===== src/rtl/spectral_angle_classifier_macros.svh =====
// Assertion macros shared by the spectral angle classifier RTL.
`ifndef SPECTRAL_ANGLE_CLASSIFIER_MACROS_SVH
`define SPECTRAL_ANGLE_CLASSIFIER_MACROS_SVH

// Same-cycle implication, checked on every rising clock edge outside reset.
`define SAC_ASSERT_IMPL(label, clk, rst, ante, cons) \
   label: assert property (@(posedge clk) disable iff (rst) (ante) |-> (cons)) \
      else $error("spectral angle classifier: same-cycle check failed");

// Next-cycle implication, checked on every rising clock edge outside reset.
`define SAC_ASSERT_NEXT(label, clk, rst, ante, cons) \
   label: assert property (@(posedge clk) disable iff (rst) (ante) |=> (cons)) \
      else $error("spectral angle classifier: next-cycle check failed");

`endif


===== src/rtl/sac_pkg.sv =====
// Package with the widths, constants and shared types of the spectral angle classifier.
`default_nettype none

package sac_pkg;

   // Item field widths.
   localparam int SAMPLE_W = 16;
   localparam int COS_W    = 17;
   localparam int COS_FRAC = 16;
   localparam int CNT_W    = 32;

   // Threshold after reset: cos(0.1 rad) in Q1.16.
   localparam logic [COS_W-1:0] COS_RESET = COS_W'(65209);

   // Per-band products and per-pixel accumulators.
   localparam int PROD_W = 2 * SAMPLE_W;
   localparam int SUM_W  = 43;

   // Pixel queue between the band accumulator and the decision unit.
   localparam int FIFO_DEPTH = 4;
   localparam int FIFO_PTR_W = $clog2(FIFO_DEPTH);
   localparam int FIFO_CNT_W = $clog2(FIFO_DEPTH + 1);

   // Digit-serial multiplier of the decision unit.
   localparam int DIGIT_W   = 8;
   localparam int MULA_W    = 2 * SUM_W;
   localparam int MULB_W    = 48;
   localparam int MUL_STEPS = MULB_W / DIGIT_W;
   localparam int STEP_W    = $clog2(MUL_STEPS);
   localparam int DPROD_W   = MULA_W + DIGIT_W;
   localparam int ACC_W     = 128;
   localparam int C2_W      = 2 * COS_W;
   localparam int LHS_W     = 2 * (SUM_W - 1);
   localparam int LHS_SHIFT = 2 * COS_FRAC;
   localparam int RHS_W     = MULA_W + C2_W;

   // Sums of one finished pixel.
   typedef struct packed {
      logic signed [SUM_W-1:0] dot;
      logic        [SUM_W-1:0] pixel_norm;
      logic        [SUM_W-1:0] ref_norm;
      logic                    invalid;
   } pixel_sums_type;

   // Write side of the pixel queue.
   typedef struct packed {
      logic           valid;
      pixel_sums_type sums;
   } fifo_push_type;

   // Fill state of the pixel queue.
   typedef struct packed {
      logic [FIFO_CNT_W-1:0] count;
      logic                  empty;
      logic                  full;
   } fifo_status_type;

endpackage

`default_nettype wire


===== src/rtl/sac_fifo.sv =====
// Short queue of finished pixel sums between the accumulator and the decision unit.
`default_nettype none

module sac_fifo (
   input  wire                            clock,
   input  wire                            reset,
   input  wire sac_pkg::fifo_push_type    push,
   input  wire                            pop,
   output sac_pkg::fifo_status_type       status,
   output sac_pkg::pixel_sums_type        head
);

   sac_pkg::pixel_sums_type             entries_ff [sac_pkg::FIFO_DEPTH];
   logic [sac_pkg::FIFO_PTR_W-1:0]      wr_ptr_ff;
   logic [sac_pkg::FIFO_PTR_W-1:0]      rd_ptr_ff;
   logic [sac_pkg::FIFO_CNT_W-1:0]      count_ff;

   // Pointers and fill count.
   always_ff @(posedge clock) begin
      if (reset) begin
         wr_ptr_ff <= '0;
         rd_ptr_ff <= '0;
         count_ff  <= '0;
      end else begin
         if (push.valid) begin
            wr_ptr_ff <= wr_ptr_ff + 1'b1;
         end
         if (pop) begin
            rd_ptr_ff <= rd_ptr_ff + 1'b1;
         end
         case ({push.valid, pop})
            2'b10:   count_ff <= count_ff + 1'b1;
            2'b01:   count_ff <= count_ff - 1'b1;
            default: count_ff <= count_ff;
         endcase
      end
   end

   // Entry storage.
   always_ff @(posedge clock) begin
      if (push.valid) begin
         entries_ff[wr_ptr_ff] <= push.sums;
      end
   end

   assign head         = entries_ff[rd_ptr_ff];
   assign status.count = count_ff;
   assign status.empty = count_ff == '0;
   assign status.full  = count_ff == sac_pkg::FIFO_CNT_W'(sac_pkg::FIFO_DEPTH);

endmodule

`default_nettype wire


===== config.mk =====
export PLATFORM = sky130hd
export DESIGN_NAME = sac_fifo
export DESIGN_NICKNAME = d
export VERILOG_FILES = /design/src/rtl/spectral_angle_classifier_macros.svh /design/src/rtl/sac_pkg.sv /design/src/rtl/sac_fifo.sv
export SDC_FILE = /design/constraint.sdc
export NUM_CORES = 1
export LEC_CHECK = 0
export ABC_AREA = 0
export ABC_CLOCK_PERIOD_IN_PS = 5600
export BUFFER_PORTS_ARGS = -buffer_cell sky130_fd_sc_hd__buf_4
export CAP_MARGIN = 5
export CORE_MARGIN = 2
export CORE_UTILIZATION = 45
export CTS_BUF_LIST = sky130_fd_sc_hd__clkbuf_4 sky130_fd_sc_hd__clkbuf_8
export DETAILED_ROUTE_END_ITERATION = 7
export PLACE_DENSITY = 0.64
export SYNTH_ARGS = -nofsm -noshare
export SYNTH_HDL_FRONTEND = slang
export SYNTH_SLANG_ARGS = --single-unit

===== constraint.sdc =====
create_clock -name clock -period 5.6 [get_ports clock]
set_clock_uncertainty 0.1 [all_clocks]
set_input_delay 0.28 -clock clock [delete_from_list [all_inputs] [get_ports clock]]
set_output_delay 0.28 -clock clock [all_outputs]
set_load 0.1 [all_outputs]

# Word level (Yosys, flattened, before mapping)
# Memories as Yosys holds them, arrays and structs flattened. A register that Yosys moved wholly into a read port is not among the register bits.
# Index checks and enable logic that the tools add are counted.
[totals] inputBits=134 ram_bits=520 reg_bits=7 wordCells=18 memories=1
[op_classes] n_addsub=4 muxes=5 n_reduce_logical=2 n_eq_ne=3
[mem_list] memory="entries_ff" depth=4 width=130 rd=1 rd_clocked_by_memory_dff=1 write_ports=1 line="sac_fifo.sv:13" rtl="sac_pkg::pixel_sums_type entries_ff [sac_pkg::FIFO_DEPTH];"
[op_table] cell="one-hot mux 3 bit (2 select lines)" count=1
[op_table] cell="adder 2 x 1 -> 2 bit (second input constant)" count=2
[op_table] cell="two-way mux 2 bit" count=2
[op_table] cell="adder 3 x 1 -> 3 bit (second input constant)" count=1
[op_table] cell="== test 3 bit (second input constant)" count=1
[op_table] cell="logical NOT 3 bit" count=1
[op_table] cell="subtractor 3 x 1 -> 3 bit (second input constant)" count=1
[op_table] cell="== test 2 x 1 -> 1 bit (second input constant)" count=1
[op_table] cell="== test 2 bit (second input constant)" count=1
[op_table] cell="two-way mux 1 bit" count=2
[op_table] cell="nonzero test 2 bit" count=1

# Depth between registers and ports, before layout
[depth] ltp_word=3 ltp_mapped=7 depth_no_buf=7

# Worst setup path before layout
# OpenSTA, ideal clock, no wires.
[synth_path] path_kind="reg-to-reg" from="register wr_ptr_ff[0] (netlist bit)" to="memory entries_ff[0][0] (netlist bit), enable pin" arrival_time_ns=3.525 path_stages_with_launch=4 required_time_ns=4.996 period_less_slack_ns=4.129 setup_slack_ns=1.471 cell_sequence="dfxtp_1 > inv_1 > ha_1 > and2_1"
[synth_lines] element="start, declared" line="sac_fifo.sv:14" rtl="logic [sac_pkg::FIFO_PTR_W-1:0] wr_ptr_ff;"
[synth_lines] element="start signal, assigned" line="sac_fifo.sv:26" rtl="wr_ptr_ff <= wr_ptr_ff + 1'b1;"
[synth_lines] element="end, declared" line="sac_fifo.sv:13"
# No word-level cell before the write port.

==> flow_summary.toml <==
[status]
outcome = "completed"

[worst_hold_path]
hp-class = "input port to flip-flop"
min-delay-start = "push[1]"
hold_end = "entries_ff[1][1]$_DFFE_PP_"
min_path_cells = 2

[worst_setup_path]
crit_arrival_ns = 2.72
crit_fanout = 54
r2r_slack_ns = 3.07
rr_endpoint = "entries_ff[3][105]$_DFFE_PP_"
reg2reg_from = "wr_ptr_ff[0]$_SDFFE_PP0P_"
critical_path_buf_inv_count = 2
critPathMaxStageDelay_ns = 0.74
worst_setup_path_end_kind = "primary output"
cpMaxStageDelayCell = "dfxtp_4"
crit_family = "flip-flops"
required_ns = 5.22
path_depth = 3
crit_chain = "buf_12 > mux4_2 > buf_4"
crit_type = "flip-flop to primary output"
r2r_cells = 3
start_kind = "flip-flop"

[clocking]
cts_buffers = 87
h-tree-depth = 3
clock_sinks = 529
clockBufferDepth = 3
cts_root_buf = "clkbuf_8"
cts_resized = 0
cts.clk_slew.worst_paths_ns = 0.06
clkLatencyLatePin_ns = 0.62
cts_tree = "done"

[floorplanning]
ioPinCount = 269
rows = 75
die_h_um = 211
core_area_mm2 = 0.0421
die_area_mm2 = 0.0446
fp.dieW_um = 211
start_util = 0.458

[job]
drv_cap = 0

[finish]
final_nets = 1339
final_layout_size_suffix_gt1_frac = 0.437
multiInputGateArea_mm2 = 0.00317
area_growth_pct = 28.5
regArea_mm2 = 0.0158
fill_cells = 3041

[global_routing]
grt_pass1_vias = 10200
overflow = 0
grt_use_total = 0.174
grt_pass1_wl_mm = 58.0
grt_max_degree = 74
antenna_found_initial = 2

[timing]
period_minus_slack_ns = 3.10
period_share = 0.553
finalMaxSlewViolations = 0
rsz0062_at_grt = "no"
worstMarginPinSlew_ns = 0.966
slew_headroom = 0.356
max_clock_freq_mhz = 323
hold_viol = 0
whs_ns = 0.300
finalSetupViolations = 0
fin_setup_tns_ns = 0

[power]
swShare = 0.303
p_leak_nw = 8.48
power.share.clock = 0.323
max-vdd-ir-drop_v = 0.000276
power_density_mw_per_mm2 = 396
power.switching_mw = 2.98
internal_power_mw = 6.85
comb_power_share = 0.208
seq_power_share = 0.470

[detailed_routing]
vias = 9239
ant_nets = 0
dr.pass1.iters = 5
avgViaCountPerCell = 5.14
drt-total-wl_mm = 38.2
wl_per_cell_um = 21.2
drc = 0
drt_iter0_markers = 527

[synthesis]
synth_top_area_frac = 0.809
synth_edf_count = 520
postSynthAreaPerCell_um2 = 26.6
syn-num-nets = 866
ys_seq_elements = 529
synthFlopType = "edfxtp_1"
synth_area_mm2 = 0.0193
ys_warn_count = 0
yosys.area.top_type = "edfxtp_1"
synth_cells = 726
yosysUniqueCellTypes = 23
async_reset_ff_frac = 0
ys_seq_area_frac = 0.819
synth_area_leaders = "edfxtp_1 (81%), mux4_2 (15%), buf_12 (1.1%), dfxtp_1 (0.93%), ha_1 (0.32%)"

[placed_design]
hpwl_mm = 21.3
globalplace.congestion = 0.720
port-buffer-count = 268
final cells by class:
cell class	instances	share of cell area
antenna	1	0.000101
clock buffer	125	0.0606
clock inverter	23	0.00540
inverter	6	0.000908
multi-input combinational	161	0.128
sequential	529	0.637
tap	539	0.0272
timing repair buffer	414	0.141
registers in the layout, summed over array words and instances (netlist names), named ones only:
name	cells
rd_ptr_ff	2
wr_ptr_ff	2
entries_ff	520
count_ff	3
stage by stage:
step / worst slack (ns) / utilization / cells / power, mW / instance area (µm²)
floorplan: 1.47 / - / 726 / 6.25 / 19300
global placement: 3.04 / 0.518 / 1515 / 6.66 / 21800
detailed placement: 3.03 / 0.518 / 1515 / 6.68 / 21800
CTS: 2.33 / 0.588 / 1797 / 9.96 / 24800
global route: 2.26 / 0.589 / 1798 / 10.2 / 24800
finish: 2.50 / 0.589 / 1798 / 9.83 / 24800
cells in the mapped netlist, types with 2 or more instances:
master	number
buf_1	3
edfxtp_1	520
a21oi_1	2
mux4_2	130
buf_12	11
inv_1	6
buf_4	3
clkbuf_1	2
xor2_1	3
ha_1	5
buf_2	10
and2_1	4
nor2_1	8
dfxtp_1	9
xnor2_1	2
layout by cell type, fill, tap and decap left out:
cell	n
mux4_2	130
xor2_1	3
xnor2_1	2
nor2_1	8
edfxtp_1	520
nand2_1	1
and3_1	1
or3_1	1
dfxtp_4	2
inv_6	1
and2_4	4
buf_4	276
clkinv_2	4
clkinv_1	14
clkbuf_4	35
diode_2	1
clkbuf_8	90
buf_12	4
fa_1	1
dlygate4sd3_1	134
inv_1	6
bufinv_16	1
o21ai_0	1
mux2i_1	1
dfxtp_1	7
ha_1	5
a21oi_1	2
clkinvlp_4	3
nor3_1	1
how the worst max path moves through the flow:
stage | endpoint
floorplan | entries_ff[0][0]$_DFFE_PP_
finish | head[75]
CTS | head[75]
global placement | head[75]
detailed placement | head[75]
global route | head[75]
routing by layer:
layer	wire [µm]	GRT usage
met5	13	0
met4	839	0.0656
met3	2670	0.0519
met2	18600	0.282
met1	16000	0.224
power groups by stage:
stage / Combinational [mW] / Clock [mW] / Sequential [mW]
6_report: 2.04 / 3.17 / 4.62
5_1_grt: 2.12 / 3.44 / 4.63
4_1_cts: 2.06 / 3.28 / 4.62
3_5_place_dp: 1.98 / 0 / 4.70
3_3_place_gp: 1.97 / 0 / 4.69
2_1_floorplan: 1.55 / 0 / 4.70
timing repair:
| action | 4_1_cts | 5_1_grt |
|---|---|---|
| hold endpoints to repair | 529 | 0 |
| setup endpoints to repair | 0 | 0 |
| buffers inserted | 0 | 0 |
| hold buffers | 134 | 0 |
cell families after synthesis:
logic type	after synthesis	share of synthesized area
fa+ha+maj	6	0.00428
compound gates	3	0.000778
mux	131	0.152
flops	529	0.819
simple gates	16	0.00396
buf+inv	36	0.0179
xor+xnor	5	0.00227
No activity file was read; power rests on OpenSTA's default activity.
