[config.mk]
export PLATFORM = sky130hd
export DESIGN_NAME = sac_front_flat
export DESIGN_NICKNAME = d
export VERILOG_FILES = /design/src/rtl/spectral_angle_classifier_macros.svh /design/src/rtl/sac_pkg.sv /design/src/rtl/sac_ifs.sv /design/src/rtl/sac_front.sv /design/src/flat_wrapper.sv
export SDC_FILE = /design/constraint.sdc
export NUM_CORES = 2
export LEC_CHECK = 0
export ABC_AREA = 1
export BUFFER_PORTS_ARGS = -buffer_cell sky130_fd_sc_hd__buf_2
export CAP_MARGIN = 5
export CELL_PAD_IN_SITES_DETAIL_PLACEMENT = 1
export CELL_PAD_IN_SITES_GLOBAL_PLACEMENT = 1
export CORE_ASPECT_RATIO = 0.8
export CORE_UTILIZATION = 44
export CTS_CLUSTER_DIAMETER = 40
export CTS_CLUSTER_SIZE = 30
export DETAILED_ROUTE_END_ITERATION = 10
export GPL_TIMING_DRIVEN = 1
export PLACE_DENSITY_LB_ADDON = 0.1
export SLEW_MARGIN = 20
export SYNTH_ARGS = -nofsm -noshare
export SYNTH_HDL_FRONTEND = slang
export SYNTH_SLANG_ARGS = --single-unit
[constraint.sdc]
create_clock -name clock -period 6.8 [get_ports clock]
set_input_delay 0 -clock clock [delete_from_list [all_inputs] [get_ports clock]]
set_output_delay 0 -clock clock [all_outputs]
set_load 0.05 [all_outputs]
[src/rtl/spectral_angle_classifier_macros.svh]
// Assertion macros shared by the spectral angle classifier RTL.
`ifndef SPECTRAL_ANGLE_CLASSIFIER_MACROS_SVH
`define SPECTRAL_ANGLE_CLASSIFIER_MACROS_SVH

// Same-cycle implication, checked on every rising clock edge outside reset.
`define SAC_ASSERT_IMPL(label, clk, rst, ante, cons) \
   label: assert property (@(posedge clk) disable iff (rst) (ante) |-> (cons)) \
      else $error("spectral angle classifier: same-cycle check failed");

// Next-cycle implication, checked on every rising clock edge outside reset.
`define SAC_ASSERT_NEXT(label, clk, rst, ante, cons) \
   label: assert property (@(posedge clk) disable iff (rst) (ante) |=> (cons)) \
      else $error("spectral angle classifier: next-cycle check failed");

`endif

[src/rtl/sac_pkg.sv]
// Package with the widths, constants and shared types of the spectral angle classifier.
`default_nettype none

package sac_pkg;

   // Item field widths.
   localparam int SAMPLE_W = 16;
   localparam int COS_W    = 17;
   localparam int COS_FRAC = 16;
   localparam int CNT_W    = 32;

   // Threshold after reset: cos(0.1 rad) in Q1.16.
   localparam logic [COS_W-1:0] COS_RESET = COS_W'(65209);

   // Per-band products and per-pixel accumulators.
   localparam int PROD_W = 2 * SAMPLE_W;
   localparam int SUM_W  = 43;

   // Pixel queue between the band accumulator and the decision unit.
   localparam int FIFO_DEPTH = 4;
   localparam int FIFO_PTR_W = $clog2(FIFO_DEPTH);
   localparam int FIFO_CNT_W = $clog2(FIFO_DEPTH + 1);

   // Digit-serial multiplier of the decision unit.
   localparam int DIGIT_W   = 8;
   localparam int MULA_W    = 2 * SUM_W;
   localparam int MULB_W    = 48;
   localparam int MUL_STEPS = MULB_W / DIGIT_W;
   localparam int STEP_W    = $clog2(MUL_STEPS);
   localparam int DPROD_W   = MULA_W + DIGIT_W;
   localparam int ACC_W     = 128;
   localparam int C2_W      = 2 * COS_W;
   localparam int LHS_W     = 2 * (SUM_W - 1);
   localparam int LHS_SHIFT = 2 * COS_FRAC;
   localparam int RHS_W     = MULA_W + C2_W;

   // Sums of one finished pixel.
   typedef struct packed {
      logic signed [SUM_W-1:0] dot;
      logic        [SUM_W-1:0] pixel_norm;
      logic        [SUM_W-1:0] ref_norm;
      logic                    invalid;
   } pixel_sums_type;

   // Write side of the pixel queue.
   typedef struct packed {
      logic           valid;
      pixel_sums_type sums;
   } fifo_push_type;

   // Fill state of the pixel queue.
   typedef struct packed {
      logic [FIFO_CNT_W-1:0] count;
      logic                  empty;
      logic                  full;
   } fifo_status_type;

endpackage

`default_nettype wire

[src/rtl/sac_ifs.sv]
// Valid/ready channel interfaces for band items and pixel results.
`default_nettype none

interface sac_req_if;
   logic                                valid;
   logic                                ready;
   logic signed [sac_pkg::SAMPLE_W-1:0] pixel_sample;
   logic signed [sac_pkg::SAMPLE_W-1:0] ref_sample;
   logic                                sample_valid;
   logic                                last_band;

   modport source (
      output valid, pixel_sample, ref_sample, sample_valid, last_band,
      input  ready
   );
   modport sink (
      input  valid, pixel_sample, ref_sample, sample_valid, last_band,
      output ready
   );
endinterface


`default_nettype wire

[src/rtl/sac_front.sv]
// Band accumulator: multiplies each band, sums dot product and norms, and queues finished pixels.
`default_nettype none

module sac_front (
   input  wire                            clock,
   input  wire                            reset,
   sac_req_if.sink                        req,
   input  wire sac_pkg::fifo_status_type  fifo_status,
   output sac_pkg::fifo_push_type         push
);

   localparam int EXT_W = sac_pkg::SUM_W + 1;
   localparam int PAD_W = EXT_W - sac_pkg::PROD_W;

   localparam logic signed [sac_pkg::SUM_W-1:0] DOT_MAX =
      {1'b0, {(sac_pkg::SUM_W-1){1'b1}}};
   localparam logic signed [sac_pkg::SUM_W-1:0] DOT_MIN =
      {1'b1, {(sac_pkg::SUM_W-1){1'b0}}};

   // Product stage.
   logic                               s1_valid_ff;
   logic                               s1_sample_ok_ff;
   logic                               s1_last_ff;
   logic signed [sac_pkg::PROD_W-1:0]  s1_dot_ff;
   logic signed [sac_pkg::PROD_W-1:0]  s1_psq_ff;
   logic signed [sac_pkg::PROD_W-1:0]  s1_rsq_ff;

   // Running sums of the current pixel.
   logic signed [sac_pkg::SUM_W-1:0]   dot_ff;
   logic        [sac_pkg::SUM_W-1:0]   pnorm_ff;
   logic        [sac_pkg::SUM_W-1:0]   rnorm_ff;
   logic                               invalid_ff;

   logic signed [sac_pkg::SUM_W-1:0]   dot_in;
   logic        [sac_pkg::SUM_W-1:0]   pnorm_in;
   logic        [sac_pkg::SUM_W-1:0]   rnorm_in;
   logic                               invalid_in;

   logic        [EXT_W-1:0]            dot_sum;
   logic        [EXT_W-1:0]            pnorm_sum;
   logic        [EXT_W-1:0]            rnorm_sum;
   logic        [sac_pkg::FIFO_CNT_W-1:0] pending;
   logic                               accept;

   // A band is taken only while the queue has room for every pixel already in flight.
   assign pending   = fifo_status.count
                    + sac_pkg::FIFO_CNT_W'(s1_valid_ff & s1_last_ff);
   assign req.ready = pending < sac_pkg::FIFO_CNT_W'(sac_pkg::FIFO_DEPTH);
   assign accept    = req.valid & req.ready;

   // Register the three products of the accepted band.
   always_ff @(posedge clock) begin
      if (reset) begin
         s1_valid_ff <= 1'b0;
      end else begin
         s1_valid_ff <= accept;
      end
      if (accept) begin
         s1_sample_ok_ff <= req.sample_valid;
         s1_last_ff      <= req.last_band;
         s1_dot_ff       <= req.pixel_sample * req.ref_sample;
         s1_psq_ff       <= req.pixel_sample * req.pixel_sample;
         s1_rsq_ff       <= req.ref_sample * req.ref_sample;
      end
   end

   // Add the products with saturation; invalid bands only mark the pixel.
   always_comb begin
      dot_sum   = {dot_ff[sac_pkg::SUM_W-1], dot_ff}
                + {{PAD_W{s1_dot_ff[sac_pkg::PROD_W-1]}}, s1_dot_ff};
      pnorm_sum = {1'b0, pnorm_ff} + {{PAD_W{1'b0}}, s1_psq_ff};
      rnorm_sum = {1'b0, rnorm_ff} + {{PAD_W{1'b0}}, s1_rsq_ff};
      dot_in     = dot_ff;
      pnorm_in   = pnorm_ff;
      rnorm_in   = rnorm_ff;
      invalid_in = invalid_ff | ~s1_sample_ok_ff;
      if (s1_sample_ok_ff) begin
         if (dot_sum[EXT_W-1] != dot_sum[EXT_W-2]) begin
            dot_in = dot_sum[EXT_W-1] ? DOT_MIN : DOT_MAX;
         end else begin
            dot_in = dot_sum[sac_pkg::SUM_W-1:0];
         end
         pnorm_in = pnorm_sum[EXT_W-1] ? '1 : pnorm_sum[sac_pkg::SUM_W-1:0];
         rnorm_in = rnorm_sum[EXT_W-1] ? '1 : rnorm_sum[sac_pkg::SUM_W-1:0];
      end
   end

   // Keep the sums; the last band hands them to the queue and starts a new pixel.
   always_ff @(posedge clock) begin
      if (reset) begin
         dot_ff     <= '0;
         pnorm_ff   <= '0;
         rnorm_ff   <= '0;
         invalid_ff <= 1'b0;
      end else if (s1_valid_ff) begin
         if (s1_last_ff) begin
            dot_ff     <= '0;
            pnorm_ff   <= '0;
            rnorm_ff   <= '0;
            invalid_ff <= 1'b0;
         end else begin
            dot_ff     <= dot_in;
            pnorm_ff   <= pnorm_in;
            rnorm_ff   <= rnorm_in;
            invalid_ff <= invalid_in;
         end
      end
   end

   assign push.valid           = s1_valid_ff & s1_last_ff;
   assign push.sums.dot        = dot_in;
   assign push.sums.pixel_norm = pnorm_in;
   assign push.sums.ref_norm   = rnorm_in;
   assign push.sums.invalid    = invalid_in;

endmodule

`default_nettype wire

[src/flat_wrapper.sv]
// flat-port wrapper written by rule: the top's interface ports become plain ports
module sac_front_flat 
  (clock, reset, fifo_status, push, req_valid, req_pixel_sample, req_ref_sample, req_sample_valid, req_last_band, req_ready);
  sac_req_if req_i ();
  input  wire clock;
  input  wire reset;
  input  wire sac_pkg::fifo_status_type fifo_status;
  output sac_pkg::fifo_push_type push;
  input wire logic [$bits(req_i.valid)-1:0] req_valid;
  input wire logic [$bits(req_i.pixel_sample)-1:0] req_pixel_sample;
  input wire logic [$bits(req_i.ref_sample)-1:0] req_ref_sample;
  input wire logic [$bits(req_i.sample_valid)-1:0] req_sample_valid;
  input wire logic [$bits(req_i.last_band)-1:0] req_last_band;
  output wire logic [$bits(req_i.ready)-1:0] req_ready;
  assign req_i.valid = req_valid;
  assign req_i.pixel_sample = req_pixel_sample;
  assign req_i.ref_sample = req_ref_sample;
  assign req_i.sample_valid = req_sample_valid;
  assign req_i.last_band = req_last_band;
  assign req_ready = req_i.ready;
  sac_front u_core (.clock(clock), .reset(reset), .req(req_i), .fifo_status(fifo_status), .push(push));
endmodule
Word level (Yosys, flattened, before mapping)
Index checks and enable logic that the tools add are counted.
{"block": "word_totals", "reg_bits": 229, "word_cells": 35}
{"block": "op_classes", "n_addsub": 4, "mul": 3, "n_lt_le_gt_ge": 1, "n_eq_ne": 1, "muxes": 11, "bitwise": 5}
{"cell": "2-to-1 mux 43 bit", "n": 10}
{"cell": "adder 43 x 32 -> 44 bit", "n": 3}
{"cell": "multiplier 16 x 16 -> 32 bit", "n": 3}
{"cell": "adder 3 bit", "n": 1}
{"cell": "bitwise AND 1 bit", "n": 3}
{"cell": "< comparator 3 bit, second input constant", "n": 1}
{"cell": "2-to-1 mux 1 bit", "n": 1}
{"cell": "!= test 1 bit", "n": 1}
{"cell": "inverter 1 bit", "n": 1}
{"cell": "bitwise OR 1 bit", "n": 1}

Longest topological paths before layout
{"block": "logic_depth", "ltp_word": 5, "mapped_depth": 29, "depth_no_buf": 28}

Worst setup path before layout
Ideal clock, no wire load.
{"block": "synth_path", "path_type": "input to register", "startpoint": "input req_pixel_sample[15]", "endpoint": "register u_core.s1_psq_ff[28] (netlist bit), data pin", "setup_time_ns": 0.264, "t_arrival_ns": 5.561, "t_required_ns": 6.536, "slack_ns": 0.975, "stages": 21, "cell_sequence": "clkbuf_1 > buf_1 > nand2_1 > inv_1 > fa_1 > fa_1 > fa_1 > fa_1 > fa_1 > inv_1 > fa_1 > inv_1 > ha_1 > nand2_1 > nor4_1 > nand2_1 > o211ai_1 > nand3_1 > nand2_1 > a31oi_1 > xor2_1"}
{"block": "synth_between", "elab_chain_cells": 1}
{"item": "start: declaration", "line_no": "flat_wrapper.sv:10", "source": "input wire logic [$bits(req_i.pixel_sample)-1:0] req_pixel_sample;"}
{"item": "multiplier 16 x 16 -> 32 bit", "line_no": "sac_front.sv:62", "source": "s1_psq_ff <= req.pixel_sample * req.pixel_sample;"}
{"item": "end signal: assignment", "line_no": "sac_front.sv:62"}
{"item": "end: declaration", "line_no": "sac_front.sv:25", "source": "logic signed [sac_pkg::PROD_W-1:0] s1_psq_ff;"}
Every way passes these cells.
A chain may end at the register's enable or synchronous reset.

Worst setup path after layout
{"block": "layout_path", "startpoint": "input req_ref_sample[5]", "endpoint": "register u_core.s1_dot_ff[29] (netlist bit), data pin"}
{"block": "layout_between", "elab_chain_cells": 1}
{"item": "start: declaration", "line_no": "flat_wrapper.sv:11", "source": "input wire logic [$bits(req_i.ref_sample)-1:0] req_ref_sample;"}
{"item": "multiplier 16 x 16 -> 32 bit", "line_no": "sac_front.sv:61", "source": "s1_dot_ff <= req.pixel_sample * req.ref_sample;"}
{"item": "end signal: assignment", "line_no": "sac_front.sv:61"}
{"item": "end: declaration", "line_no": "sac_front.sv:24", "source": "logic signed [sac_pkg::PROD_W-1:0] s1_dot_ff;"}
Every way passes these cells.

==> results.cfg <==
[critical_path]
start_kind = primary input
reg2reg_depth = 14
r2r-start = u_core.s1_dot_ff[31]
startpoint = req_ref_sample[5]
cp.required_ps = 7160
r2r_end = u_core.dot_ff[33]
cp_max_fo = 20
r2r_slack_ps = 2820
endpoint_kind = flop
arrival_ps = 6220
crit_type = in2reg

[outcome]
outcome = completed

[layout]
nNetsFinal = 7294
area_growth_pct = 9.43
layout-drive-gt1-share_pct = 6.75
instances_no_fill = 7526
fill_cells = 12700
fin_area_sq_um = 49600

[clock_tree]
htreeDepth = 2
cts-root-buf = clkbuf_16
cts_tree = built
clk_pin_slew_worst_paths_ps = 60
postCtsSetupRepairBufs = 0
hold_buffers = 6
clock_sinks = 227
cts_made_buffers = 53
cts-resized-gates = 0
clock_latency_ps = 620
max-clock-path-buffers = 3

[floorplan]
ios = 174
die_area_sq_um = 104000
die_w_microns = 361
initial_core_util_pct = 44.7
rows = 104
die-height_microns = 289
core_area_sq_um = 101000

[logic_synthesis]
ys_async_sr_fraction_pct = 0
ys_seq_area_share_pct = 12.2
synthCells = 6038
yosys_register_bits = 227
ys_top_cells_by_area = fa_1 32%, nand2_1 13%, inv_1 11%
synth_common_cells = 1548 x nand2_1, 1386 x inv_1, 730 x fa_1
syn_nets = 7180
synth_area_per_cell_sq_um = 7.50
yosysMostFrequentCell = nand2_1
syn-cell-area_sq_um = 45300
synthFlopType = dfxtp_1
synth.distinct_cells = 47
synth_edf_count = 96
ys.warnings.count = 0
synth_top_area_share_pct = 32.3
synth_top_area_cell = fa_1

[timing]
tns_ps = 0
min_period_over_period_pct = 86.2
report.final.slew_viol_count = 0
min_period_ps = 5860
slew_headroom_pct = 30.3
skew_ps = 27.3
max_clock_freq_mhz = 171
rsz0062_at_grt = no
setup_viol = 0
finalHoldViolCount = 0
tightest_slew_ps = 1050

[route]
final_antenna_net_count = 0
drc = 0
num_vias = 39000
wl_microns = 144000
routed_via_density = 5.18
wl_per_cell_microns = 19.2
drt_iter0_markers = 2499
first_pass_iters = 5

[global_routing]
grt_pass1_wl_microns = 230000
grt_pass1_vias = 41600
grt_usage_pct = 28.1
gr-total-overflow = 0
grt_antenna_before_repair = 6
grt_start_max_net_pins = 74

[placement]
gp_congestion = 0.941
port_buffers = 171
dp_cells = 7416
place_area_sq_um = 47600
dp_hpwl_microns = 120000

[min_path]
hold_path.startpoint = req_pixel_sample[0]
holdPathStages = 2
hold_end = u_core.s1_psq_ff[0]
hp-class = in2reg

[job]
drv_cap = 0
area by class of cell:
cell class | instances | area (sq um) | share of cell area, %
antenna | 4 | 10.0 | 0.0202
inverter | 1389 | 5220 | 10.5
timing repair buffer | 253 | 1490 | 3.00
sequential | 227 | 5510 | 11.1
clock buffer | 58 | 1390 | 2.80
multi-input combinational | 4228 | 33800 | 68.2
clock inverter | 42 | 500 | 1.01
tap | 1325 | 1660 | 3.34
worst max-delay path by stage:
| stage | endpoint | cells after the start |
|---|---|---|
| 2_1_floorplan | u_core.s1_psq_ff[28] | 21 |
| 3_3_place_gp | u_core.s1_dot_ff[28] | 21 |
| 3_5_place_dp | u_core.s1_dot_ff[29] | 21 |
| 4_1_cts | u_core.s1_dot_ff[29] | 21 |
| 5_1_grt | u_core.s1_psq_ff[28] | 20 |
| 6_report | u_core.s1_dot_ff[29] | 20 |
cell usage in the layout, fill, tap and decap left out, types with 7 or more instances in the layout:
cell / synthesis / routed
a21boi_0: 10 / 10
a21o_1: 16 / 16
a21oi_1: 356 / 356
a21oi_2: 8 / 7
a31oi_1: 24 / 24
buf_2: 10 / 170
buf_4: 3 / 77
clkbuf_16: 0 / 54
clkinv_4: 0 / 10
dfxtp_1: 131 / 131
edfxtp_1: 96 / 96
fa_1: 730 / 730
ha_1: 370 / 370
inv_1: 1386 / 1384
inv_6: 0 / 13
nand2_1: 1548 / 1547
nand2_2: 24 / 25
nand3_1: 166 / 166
nand3b_1: 15 / 15
nand4_1: 38 / 38
nor2_1: 416 / 414
nor2_2: 8 / 8
nor3_1: 34 / 34
nor4_1: 16 / 16
o211ai_1: 25 / 25
o21a_1: 31 / 31
o21ai_0: 119 / 119
o21bai_1: 32 / 32
or2_2: 17 / 17
xnor2_1: 88 / 88
xor2_1: 109 / 109
cell families (layout without fill, tap and decap cells):
logic type      count (synthesis)  in the layout  share of synthesized area, %
xor+xnor                      197            197                          3.81
other cells                     0              4                             0
compound gates                641            641                          7.99
buf+inv                      1583           1742                          13.3
fa+ha+maj                    1100           1100                          42.5
simple gates                 2290           2290                          20.3
flops                         227            227                          12.2
metrics by stage:
stage | hold slack [ps] | worst slack, ps | util [%]
6_report | 38.2 | 939 | 49.0
3_3_place_gp | 180 | 478 | 47.0
4_1_cts | 20.8 | 958 | 48.9
3_5_place_dp | 180 | 325 | 47.0
2_1_floorplan | 98.9 | 975 | -
5_1_grt | 41.4 | 559 | 49.0
critical path: stages:
cell and delay, ps:
buf_2 510, nand2_1 230, fa_1 550, inv_1 70, fa_1 840, fa_1 540
fa_1 500, fa_1 490, inv_1 50, fa_1 470, inv_1 40, ha_1 390
nand2_1 140, nor4_1 470, nand2_1 90, o211ai_1 340, nand2_1 90, nand2_1 110
a31oi_1 100, xnor2_1 140
sequential cells by signal (all words and copies together) (netlist names):
name                    flops
u_core.s1_last_ff           1
u_core.s1_dot_ff           32
u_core.invalid_ff           1
u_core.s1_sample_ok_ff      1
u_core.s1_rsq_ff           31
u_core.dot_ff              43
u_core.pnorm_ff            43
u_core.s1_valid_ff          1
u_core.rnorm_ff            43
u_core.s1_psq_ff           31
metal layers:
metal	share of wire (%)	track usage, %
met5	0.098	0.936
met4	1.7	5.29
met3	6.0	4.68
met2	43	43.6
met1	49	41.2
Power is left out: the tool's default activity adds up to more than one toggle a clock period on the data nets, which glitch-free logic cannot reach.
