**config.mk**
```make
export PLATFORM = sky130hd
export DESIGN_NAME = sac_back_flat
export DESIGN_NICKNAME = d
export VERILOG_FILES = /design/src/rtl/spectral_angle_classifier_macros.svh /design/src/rtl/sac_pkg.sv /design/src/rtl/sac_ifs.sv /design/src/rtl/sac_back.sv /design/src/flat_wrapper.sv
export SDC_FILE = /design/constraint.sdc
export NUM_CORES = 2
export LEC_CHECK = 0
export ABC_AREA = 1
export ABC_CLOCK_PERIOD_IN_PS = 41000
export BUFFER_PORTS_ARGS = -buffer_cell sky130_fd_sc_hd__clkbuf_2
export CORE_MARGIN = 8
export CORE_UTILIZATION = 56
export DETAILED_ROUTE_END_ITERATION = 6
export GPL_TIMING_DRIVEN = 0
export PLACE_DENSITY = 0.73
export REMOVE_ABC_BUFFERS = 1
export SETUP_SLACK_MARGIN = 0.15
export SYNTH_ARGS = -nofsm -noshare
export SYNTH_HDL_FRONTEND = slang
export SYNTH_SLANG_ARGS = --single-unit
```
**constraint.sdc**
```tcl
create_clock -name clock -period 41 [get_ports clock]
set_clock_uncertainty 0.1 [all_clocks]
set_input_delay 8.2 -clock clock [delete_from_list [all_inputs] [get_ports clock]]
set_output_delay 8.2 -clock clock [all_outputs]
set_load 0.005 [all_outputs]
```
**src/rtl/spectral_angle_classifier_macros.svh**
```systemverilog
// Assertion macros shared by the spectral angle classifier RTL.
`ifndef SPECTRAL_ANGLE_CLASSIFIER_MACROS_SVH
`define SPECTRAL_ANGLE_CLASSIFIER_MACROS_SVH

// Same-cycle implication, checked on every rising clock edge outside reset.
`define SAC_ASSERT_IMPL(label, clk, rst, ante, cons) \
   label: assert property (@(posedge clk) disable iff (rst) (ante) |-> (cons)) \
      else $error("spectral angle classifier: same-cycle check failed");

// Next-cycle implication, checked on every rising clock edge outside reset.
`define SAC_ASSERT_NEXT(label, clk, rst, ante, cons) \
   label: assert property (@(posedge clk) disable iff (rst) (ante) |=> (cons)) \
      else $error("spectral angle classifier: next-cycle check failed");

`endif

```
**src/rtl/sac_pkg.sv**
```systemverilog
// Package with the widths, constants and shared types of the spectral angle classifier.
`default_nettype none

package sac_pkg;

   // Item field widths.
   localparam int SAMPLE_W = 16;
   localparam int COS_W    = 17;
   localparam int COS_FRAC = 16;
   localparam int CNT_W    = 32;

   // Threshold after reset: cos(0.1 rad) in Q1.16.
   localparam logic [COS_W-1:0] COS_RESET = COS_W'(65209);

   // Per-band products and per-pixel accumulators.
   localparam int PROD_W = 2 * SAMPLE_W;
   localparam int SUM_W  = 43;

   // Pixel queue between the band accumulator and the decision unit.
   localparam int FIFO_DEPTH = 4;
   localparam int FIFO_PTR_W = $clog2(FIFO_DEPTH);
   localparam int FIFO_CNT_W = $clog2(FIFO_DEPTH + 1);

   // Digit-serial multiplier of the decision unit.
   localparam int DIGIT_W   = 8;
   localparam int MULA_W    = 2 * SUM_W;
   localparam int MULB_W    = 48;
   localparam int MUL_STEPS = MULB_W / DIGIT_W;
   localparam int STEP_W    = $clog2(MUL_STEPS);
   localparam int DPROD_W   = MULA_W + DIGIT_W;
   localparam int ACC_W     = 128;
   localparam int C2_W      = 2 * COS_W;
   localparam int LHS_W     = 2 * (SUM_W - 1);
   localparam int LHS_SHIFT = 2 * COS_FRAC;
   localparam int RHS_W     = MULA_W + C2_W;

   // Sums of one finished pixel.
   typedef struct packed {
      logic signed [SUM_W-1:0] dot;
      logic        [SUM_W-1:0] pixel_norm;
      logic        [SUM_W-1:0] ref_norm;
      logic                    invalid;
   } pixel_sums_type;

   // Write side of the pixel queue.
   typedef struct packed {
      logic           valid;
      pixel_sums_type sums;
   } fifo_push_type;

   // Fill state of the pixel queue.
   typedef struct packed {
      logic [FIFO_CNT_W-1:0] count;
      logic                  empty;
      logic                  full;
   } fifo_status_type;

endpackage

`default_nettype wire

```
**src/rtl/sac_ifs.sv**
```systemverilog
// Valid/ready channel interfaces for band items and pixel results.
`default_nettype none


interface sac_rsp_if;
   logic                             valid;
   logic                             ready;
   logic                             pixel_valid;
   logic                             match;
   logic [sac_pkg::CNT_W-1:0]        matched_count;
   logic [sac_pkg::CNT_W-1:0]        total_count;

   modport source (
      output valid, pixel_valid, match, matched_count, total_count,
      input  ready
   );
   modport sink (
      input  valid, pixel_valid, match, matched_count, total_count,
      output ready
   );
endinterface

`default_nettype wire

```
**src/rtl/sac_back.sv**
```systemverilog
// Decision unit: tests the angle with a digit-serial multiplier and keeps the pixel counts.
`default_nettype none

module sac_back (
   input  wire                            clock,
   input  wire                            reset,
   input  wire [sac_pkg::COS_W-1:0]       cos_threshold,
   input  wire sac_pkg::fifo_status_type  fifo_status,
   input  wire sac_pkg::pixel_sums_type   head,
   output logic                           pop,
   sac_rsp_if.source                      rsp
);

   typedef enum logic [2:0] {
      ST_IDLE,
      ST_DOT_SQ,
      ST_NORM_PROD,
      ST_SCALE,
      ST_DECIDE,
      ST_EMIT
   } state_type;

   localparam int DIGIT_HI = sac_pkg::MULB_W - 1;
   localparam int DIGIT_LO = sac_pkg::MULB_W - sac_pkg::DIGIT_W;
   localparam int LHS_PAD  = sac_pkg::RHS_W - sac_pkg::LHS_W - sac_pkg::LHS_SHIFT;

   state_type                          state_ff;
   sac_pkg::pixel_sums_type            sums_ff;
   logic [sac_pkg::COS_W-1:0]          cos_ff;
   logic [sac_pkg::C2_W-1:0]           cos_sq_ff;
   logic [sac_pkg::MULA_W-1:0]         mul_a_ff;
   logic [sac_pkg::MULB_W-1:0]         mul_b_ff;
   logic [sac_pkg::ACC_W-1:0]          mul_acc_ff;
   logic [sac_pkg::STEP_W-1:0]         step_ff;
   logic [sac_pkg::LHS_W-1:0]          lhs_ff;
   logic [sac_pkg::RHS_W-1:0]          rhs_ff;
   logic                               hit_ff;
   logic                               rsp_valid_ff;
   logic                               pixel_valid_ff;
   logic                               match_ff;
   logic [sac_pkg::CNT_W-1:0]          match_cnt_ff;
   logic [sac_pkg::CNT_W-1:0]          valid_cnt_ff;

   logic [sac_pkg::C2_W-1:0]           cos_sq_in;
   logic [sac_pkg::DPROD_W-1:0]        digit_prod;
   logic [sac_pkg::ACC_W-1:0]          mul_sum;
   logic                               step_last;
   logic [sac_pkg::RHS_W-1:0]          lhs_scaled;
   logic                               zero_norm;
   logic                               hit_in;
   logic                               emit_load;

   assign pop       = (state_ff == ST_IDLE) && !fifo_status.empty;
   assign cos_sq_in = cos_threshold * cos_threshold;

   // The result register takes a new item once the previous one has been taken.
   assign emit_load = (state_ff == ST_EMIT) && (!rsp_valid_ff || rsp.ready);

   // One multiplier digit per cycle, most significant digit first.
   assign digit_prod = mul_a_ff * mul_b_ff[DIGIT_HI:DIGIT_LO];
   assign mul_sum    = {mul_acc_ff[sac_pkg::ACC_W-sac_pkg::DIGIT_W-1:0],
                        {sac_pkg::DIGIT_W{1'b0}}}
                     + sac_pkg::ACC_W'(digit_prod);
   assign step_last  = step_ff == sac_pkg::STEP_W'(sac_pkg::MUL_STEPS - 1);

   // Angle test: an invalid pixel never matches, a zero norm is a right angle, a negative dot product never matches.
   assign lhs_scaled = {{LHS_PAD{1'b0}}, lhs_ff, {sac_pkg::LHS_SHIFT{1'b0}}};
   assign zero_norm  = (sums_ff.pixel_norm == '0) || (sums_ff.ref_norm == '0);
   always_comb begin
      if (sums_ff.invalid) begin
         hit_in = 1'b0;
      end else if (zero_norm) begin
         hit_in = cos_ff == '0;
      end else begin
         hit_in = !sums_ff.dot[sac_pkg::SUM_W-1] && (lhs_scaled >= rhs_ff);
      end
   end

   // Sequencer, multiplier registers, counters and result register.
   always_ff @(posedge clock) begin
      if (reset) begin
         state_ff     <= ST_IDLE;
         rsp_valid_ff <= 1'b0;
         match_cnt_ff <= '0;
         valid_cnt_ff <= '0;
      end else begin
         if (emit_load) begin
            rsp_valid_ff <= 1'b1;
         end else if (rsp.ready) begin
            rsp_valid_ff <= 1'b0;
         end
         case (state_ff)
            ST_IDLE: begin
               if (!fifo_status.empty) begin
                  sums_ff    <= head;
                  cos_ff     <= cos_threshold;
                  cos_sq_ff  <= cos_sq_in;
                  mul_a_ff   <= sac_pkg::MULA_W'(head.dot[sac_pkg::SUM_W-2:0]);
                  mul_b_ff   <= sac_pkg::MULB_W'(head.dot[sac_pkg::SUM_W-2:0]);
                  mul_acc_ff <= '0;
                  step_ff    <= '0;
                  state_ff   <= ST_DOT_SQ;
               end
            end
            ST_DOT_SQ, ST_NORM_PROD, ST_SCALE: begin
               if (step_last) begin
                  mul_acc_ff <= '0;
                  step_ff    <= '0;
                  case (state_ff)
                     ST_DOT_SQ: begin
                        lhs_ff   <= mul_sum[sac_pkg::LHS_W-1:0];
                        mul_a_ff <= sac_pkg::MULA_W'(sums_ff.pixel_norm);
                        mul_b_ff <= sac_pkg::MULB_W'(sums_ff.ref_norm);
                        state_ff <= ST_NORM_PROD;
                     end
                     ST_NORM_PROD: begin
                        mul_a_ff <= mul_sum[sac_pkg::MULA_W-1:0];
                        mul_b_ff <= sac_pkg::MULB_W'(cos_sq_ff);
                        state_ff <= ST_SCALE;
                     end
                     default: begin
                        rhs_ff   <= mul_sum[sac_pkg::RHS_W-1:0];
                        state_ff <= ST_DECIDE;
                     end
                  endcase
               end else begin
                  mul_acc_ff <= mul_sum;
                  mul_b_ff   <= mul_b_ff << sac_pkg::DIGIT_W;
                  step_ff    <= step_ff + 1'b1;
               end
            end
            ST_DECIDE: begin
               hit_ff   <= hit_in;
               state_ff <= ST_EMIT;
            end
            ST_EMIT: begin
               // Load the result once the previous one has been taken.
               if (emit_load) begin
                  pixel_valid_ff <= !sums_ff.invalid;
                  match_ff       <= hit_ff;
                  if (!sums_ff.invalid && (valid_cnt_ff != '1)) begin
                     valid_cnt_ff <= valid_cnt_ff + 1'b1;
                  end
                  if (hit_ff && (match_cnt_ff != '1)) begin
                     match_cnt_ff <= match_cnt_ff + 1'b1;
                  end
                  state_ff <= ST_IDLE;
               end
            end
            default: begin
               state_ff <= ST_IDLE;
            end
         endcase
      end
   end

   assign rsp.valid         = rsp_valid_ff;
   assign rsp.pixel_valid   = pixel_valid_ff;
   assign rsp.match         = match_ff;
   assign rsp.matched_count = match_cnt_ff;
   assign rsp.total_count   = valid_cnt_ff;

endmodule

`default_nettype wire

```
**src/flat_wrapper.sv**
```systemverilog
// flat-port wrapper written by rule: the top's interface ports become plain ports
module sac_back_flat 
  (clock, reset, cos_threshold, fifo_status, head, pop, rsp_valid, rsp_pixel_valid, rsp_match, rsp_matched_count, rsp_total_count, rsp_ready);
  sac_rsp_if rsp_i ();
  input  wire clock;
  input  wire reset;
  input  wire [sac_pkg::COS_W-1:0] cos_threshold;
  input  wire sac_pkg::fifo_status_type fifo_status;
  input  wire sac_pkg::pixel_sums_type head;
  output logic pop;
  output wire logic [$bits(rsp_i.valid)-1:0] rsp_valid;
  output wire logic [$bits(rsp_i.pixel_valid)-1:0] rsp_pixel_valid;
  output wire logic [$bits(rsp_i.match)-1:0] rsp_match;
  output wire logic [$bits(rsp_i.matched_count)-1:0] rsp_matched_count;
  output wire logic [$bits(rsp_i.total_count)-1:0] rsp_total_count;
  input wire logic [$bits(rsp_i.ready)-1:0] rsp_ready;
  assign rsp_valid = rsp_i.valid;
  assign rsp_pixel_valid = rsp_i.pixel_valid;
  assign rsp_match = rsp_i.match;
  assign rsp_matched_count = rsp_i.matched_count;
  assign rsp_total_count = rsp_i.total_count;
  assign rsp_i.ready = rsp_ready;
  sac_back u_core (.clock(clock), .reset(reset), .cos_threshold(cos_threshold), .fifo_status(fifo_status), .head(head), .pop(pop), .rsp(rsp_i));
endmodule
```
======== Word-level counts from Yosys, hierarchy flattened ========
Cells that the tools add are included.
word-level totals
  bits in registers ....................... 705
  output and inout port bits .............. 68
  logic and storage cells ................. 94
cells by class
  muxes and demuxes ....................... 22
  bitwise logic cells ..................... 3
  order comparisons ....................... 1
  multiply operators ...................... 2
  $add $sub $neg .......................... 4
  reduce and logical (&&, ||, !) cells .... 30
  equality and inequality tests ........... 13
operators by type and width
  cell                                                              count
  86-bit case mux with 2 select lines                               2
  112-bit 2-to-1 mux                                                2
  112-bit case mux with 2 select lines                              1
  48-bit case mux with 2 select lines                               2
  86-bit 2-to-1 mux                                                 2
  120-bit by 94-bit adder with 120-bit output                       1
  116-bit by 120-bit greater-or-equal comparator with 1-bit output  1
  48-bit 2-to-1 mux                                                 2
  86-bit by 8-bit multiplier with 94-bit output                     1
  43-bit zero test                                                  2
  32-bit by 1-bit adder with 32-bit output (second input constant)  2
  32-bit != test (second input constant)                            2
  17-bit by 17-bit multiplier with 34-bit output                    1
  3-bit AND reduction                                               6
  17-bit zero test                                                  1
  3-bit 2-to-1 mux                                                  5
  3-bit case mux with 2 select lines                                2
  3-bit case mux with 4 select lines                                1
  4-bit AND reduction                                               3
  3-bit == test (second input constant)                             3
  3-bit by 2-bit == test with 1-bit output (second input constant)  2
  1-bit logical AND                                                 5
  5-bit AND reduction                                               1
  1-bit zero test                                                   4
  other kinds (14)                                                  21

======== Depth between registers and ports, before layout ========
  depth in word-level cells ............... 5
  gate-level depth with buffers ........... 29

======== Worst setup path after synthesis ========
Ideal clock, no wire load.
  path kind ............................... input to register
  start point ............................. input reset
  end point ............................... register u_core.cos_ff[0] in the netlist's numbering, enable pin
  path buffers ............................ 1
  arrival ................................. 17.684 ns
  library setup time ...................... 0.801 ns
  slack ................................... 22.415 ns
  stages .................................. 2
  cell sequence ........................... clkbuf_1 > nor3_1
between the ends
  cells in the longest elaborated chain, start to end .. 2
ends and longest elaborated chain
  element                        line               source
  start, declared                flat_wrapper.sv:6  input wire reset;
  1-bit inverter (no line)       n/a
  3-bit AND reduction (no line)  n/a
  end signal, assigned           sac_back.sv:96     cos_ff <= cos_threshold;
  end, declared                  sac_back.sv:29     logic [sac_pkg::COS_W-1:0] cos_ff;
No other way between the ends.
A chain may end at the register's enable or synchronous reset.

======== Worst setup path after layout ========
  start point ............................. input fifo_status[1] in the netlist's numbering
  end point ............................... output pop
between the ends
  cells in the longest elaborated chain, start to end .. 2
ends and longest elaborated chain
  element            line                source
  start, declared    flat_wrapper.sv:8   input wire sac_pkg::fifo_status_type fifo_status;
  1-bit zero test    sac_back.sv:53      assign pop = (state_ff == ST_IDLE) && !fifo_status.empty;
  1-bit logical AND  sac_back.sv:53
  end, declared      flat_wrapper.sv:10  output logic pop;
No other way between the ends.

==> impl_metrics.yaml <==
synthesis:
  synth_top_area_cell: "edfxtp_1"
  async_reset_ff_share_pct: 0
  synth_area_um2: 66400
  synth_edf_count: 593
  synthMostInstantiatedCell: "inv_1"
  synthTopCellsByCount: "inv_1 (2,370), nand2_1 (2,344), fa_1 (779)"
  ys_seq_area_share_pct: 28.9
  synthXorXnorAreaFrac_pct: 1.93
  synth-simple-area-share_pct: 20.4
  yosys-top-cells-area: "edfxtp_1 (27%), fa_1 (23%), inv_1 (13%)"
  synth_warnings: 0
  synth_top_family_by_area: "adder cells"
  yosys.area.top_type_share_pct: 26.8
  synth_ff_type: "edfxtp_1"
  synth_compound_area_share_pct: 4.08
  synth_fa_ha_area_share_pct: 29.4
  synth.distinct_cells: 50
  ys_ff_latch: 661
  muxShareOfSynthArea_pct: 0
  synth.avg_cell_area_um2: 7.90
  synthCells: 8409
placement:
  gp_congestion: 1.06
  port_buffers: 218
  dpl.hpwl_um: 170000
die:
  placeableCoreArea_um2: 118000
  rows: 126
  die_h_um: 360
  die_w_um: 360
  io_pins: 223
  dieArea_um2: 130000
  start_util_pct: 56.3
setup_path:
  arrival_ps: 8590
  r2r_slack_ps: 33850
  cp-start-kind: "input pin"
  crit-reg2reg-launch: "u_core.mul_b_ff[41]$_DFFE_PP_"
  endpoint_kind: "primary output"
  cp.required_ps: 32700
  worst-setup-path-type: "input pin to primary output"
  worstPathMaxFanout: 3
  r2r_end: "u_core.rhs_ff[72]$_DFFE_PP_"
  r2r_cells: 21
detailed_routing:
  wl_per_cell_um: 20.1
  vias: 53936
  via_per_inst: 5.33
  drc: 0
  drt-pass1-iter-count: 7
  wirelength_um: 203000
  drt_iter0_markers: 5525
  ant_nets: 0
cts:
  cts_buffer_depth: 3
  cts_buffers: 79
  cts-resized-gates: 0
  cts_tree: "built"
  hold_buffers: 0
  clk-insertion-delay-late_ps: 710
  cts_root_buf: "clkbuf_16"
  cts.sinks: 661
  post_cts_buffers: 0
  h-tree-depth: 3
  cts.reportedPaths.clkPinSlew_ps: 60
flow_run:
  drv_cap: 0
timing:
  drv_slew: 0
  rsz0062_at_grt: "no"
  tightestPinTransition_ps: 1270
  period_needed_ps: 16890
  period_share_pct: 41.2
  hold_violations: 0
  setup_viol: 0
  max_freq_ghz: 0.0592
  final.setup.tns_ps: 0
  relSlewSlack_pct: 15.3
min_path:
  min_path_type: "register to register"
  min_from: "u_core.hit_ff$_SDFFCE_PP0P_"
  holdPathEnd: "u_core.rsp.match$_DFFE_PP_"
  worstHoldPathCells: 0
finish:
  final_nets: 9770
  layout-drive-gt1-share_pct: 6.07
  areaGrowthSynthToFinish_pct: 9.09
grt:
  grt_pass1_wl_um: 313000
  grtUsageTotal_pct: 31.0
  grt_max_degree: 75
  antenna_found_initial: 14
  grt_pass1_vias: 54654
  grt_overflow: 0
run_status:
  status: "finished clean"
## worst max path at each step
stage | startpoint | to | slack, ps | cells past startpoint
floorplan | reset | u_core.cos_ff[0]$_DFFE_PP_ | 22450 | 1
global placement | reset | u_core.sums_ff[83]$_DFFE_PP_ | 17010 | 2
detailed placement | fifo_status[1] | pop | 24110 | 3
CTS | fifo_status[1] | pop | 24110 | 3
global route | fifo_status[1] | pop | 24090 | 3
finish | fifo_status[1] | pop | 24110 | 3
## critical path, cell delays in order
cell and delay (ps):
clkbuf_2 140, nor2_1 120, clkbuf_2 120
## sequential cells by signal, summed over array words and instances, names as in the netlist, 48 cells and up
signal,cells
u_core.mul_a_ff,86
u_core.rhs_ff,120
u_core.lhs_ff,84
u_core.mul_acc_ff,112
u_core.mul_b_ff,48
u_core.sums_ff,88
## layout make-up
type / instances / area (um2)
Inverter: 2399 / 9010
Sequential cell: 661 / 19200
Antenna cell: 8 / 20.0
Fill cell: 10283 / 45500
Clock inverter: 50 / 564
Timing Repair Buffer: 297 / 2590
Tap cell: 1536 / 1920
Multi-Input combinational cell: 5082 / 37100
Clock buffer: 92 / 2030
## cell usage in the layout, fill, tap and decap left out, types with 7 or more instances in the layout
cell        count
buf_6          38
xnor2_1        66
nand4_1        81
nand3_2        11
nor3_1         66
nand2_1      2344
nor3_2         13
clkbuf_1       13
o211ai_1       33
o21ai_1        10
ha_1          316
dfxtp_1        68
nand3b_1       17
nand2_2        16
o21ai_0       133
clkinvlp_4      7
diode_2         8
fa_1          779
o22ai_1        11
a21o_1         10
o21bai_1       25
nand3_1       166
clkbuf_16      79
and2_1         16
edfxtp_1      593
clkbuf_2      218
buf_16         36
inv_1        2368
inv_2          21
xor2_1         71
clkinv_2       11
nor2_1        552
nor2_2         22
nor4_1         31
a21oi_1       257
clkinv_1       17
## metrics by stage
stage               area [um2]  util [%]  hold WS [ps]  setup slack [ps]  cells
floorplan                65300         -           326             22450   8142
global placement         68300      57.9           383             17010   9896
detailed placement       69800      59.2           372             24110   9975
CTS                      72400      61.4           405             24110  10117
global route             72400      61.4           427             24090  10117
finish                   72400      61.4           408             24110  10125
## cell families (layout without fill, tap and decap cells)
group	after synthesis	after routing
buffers and inverters	2666	2838
XOR/XNOR	142	142
adder cells (fa/ha/maj)	1095	1095
AND/OR/NAND/NOR	3350	3350
other	0	8
AO/OA/AOI/OAI	495	495
flip-flops	661	661
## layer usage
| metal | GRT usage, % | wire length (um) | vias up | share of wire, % |
|---|---|---|---|---|
| met3 | 5.59 | 17300 | 426 | 8.5 |
| met1 | 40.7 | 81100 | 26222 | 40 |
| met4 | 12.4 | 9540 | 8 | 4.7 |
| met5 | 0 | 61 | - | 0.030 |
| li1 | - | - | 24950 | - |
| met2 | 51.3 | 95100 | 2330 | 47 |
Power is left out: the tool's default activity adds up to more than one toggle a clock period on the data nets, which glitch-free logic cannot reach.
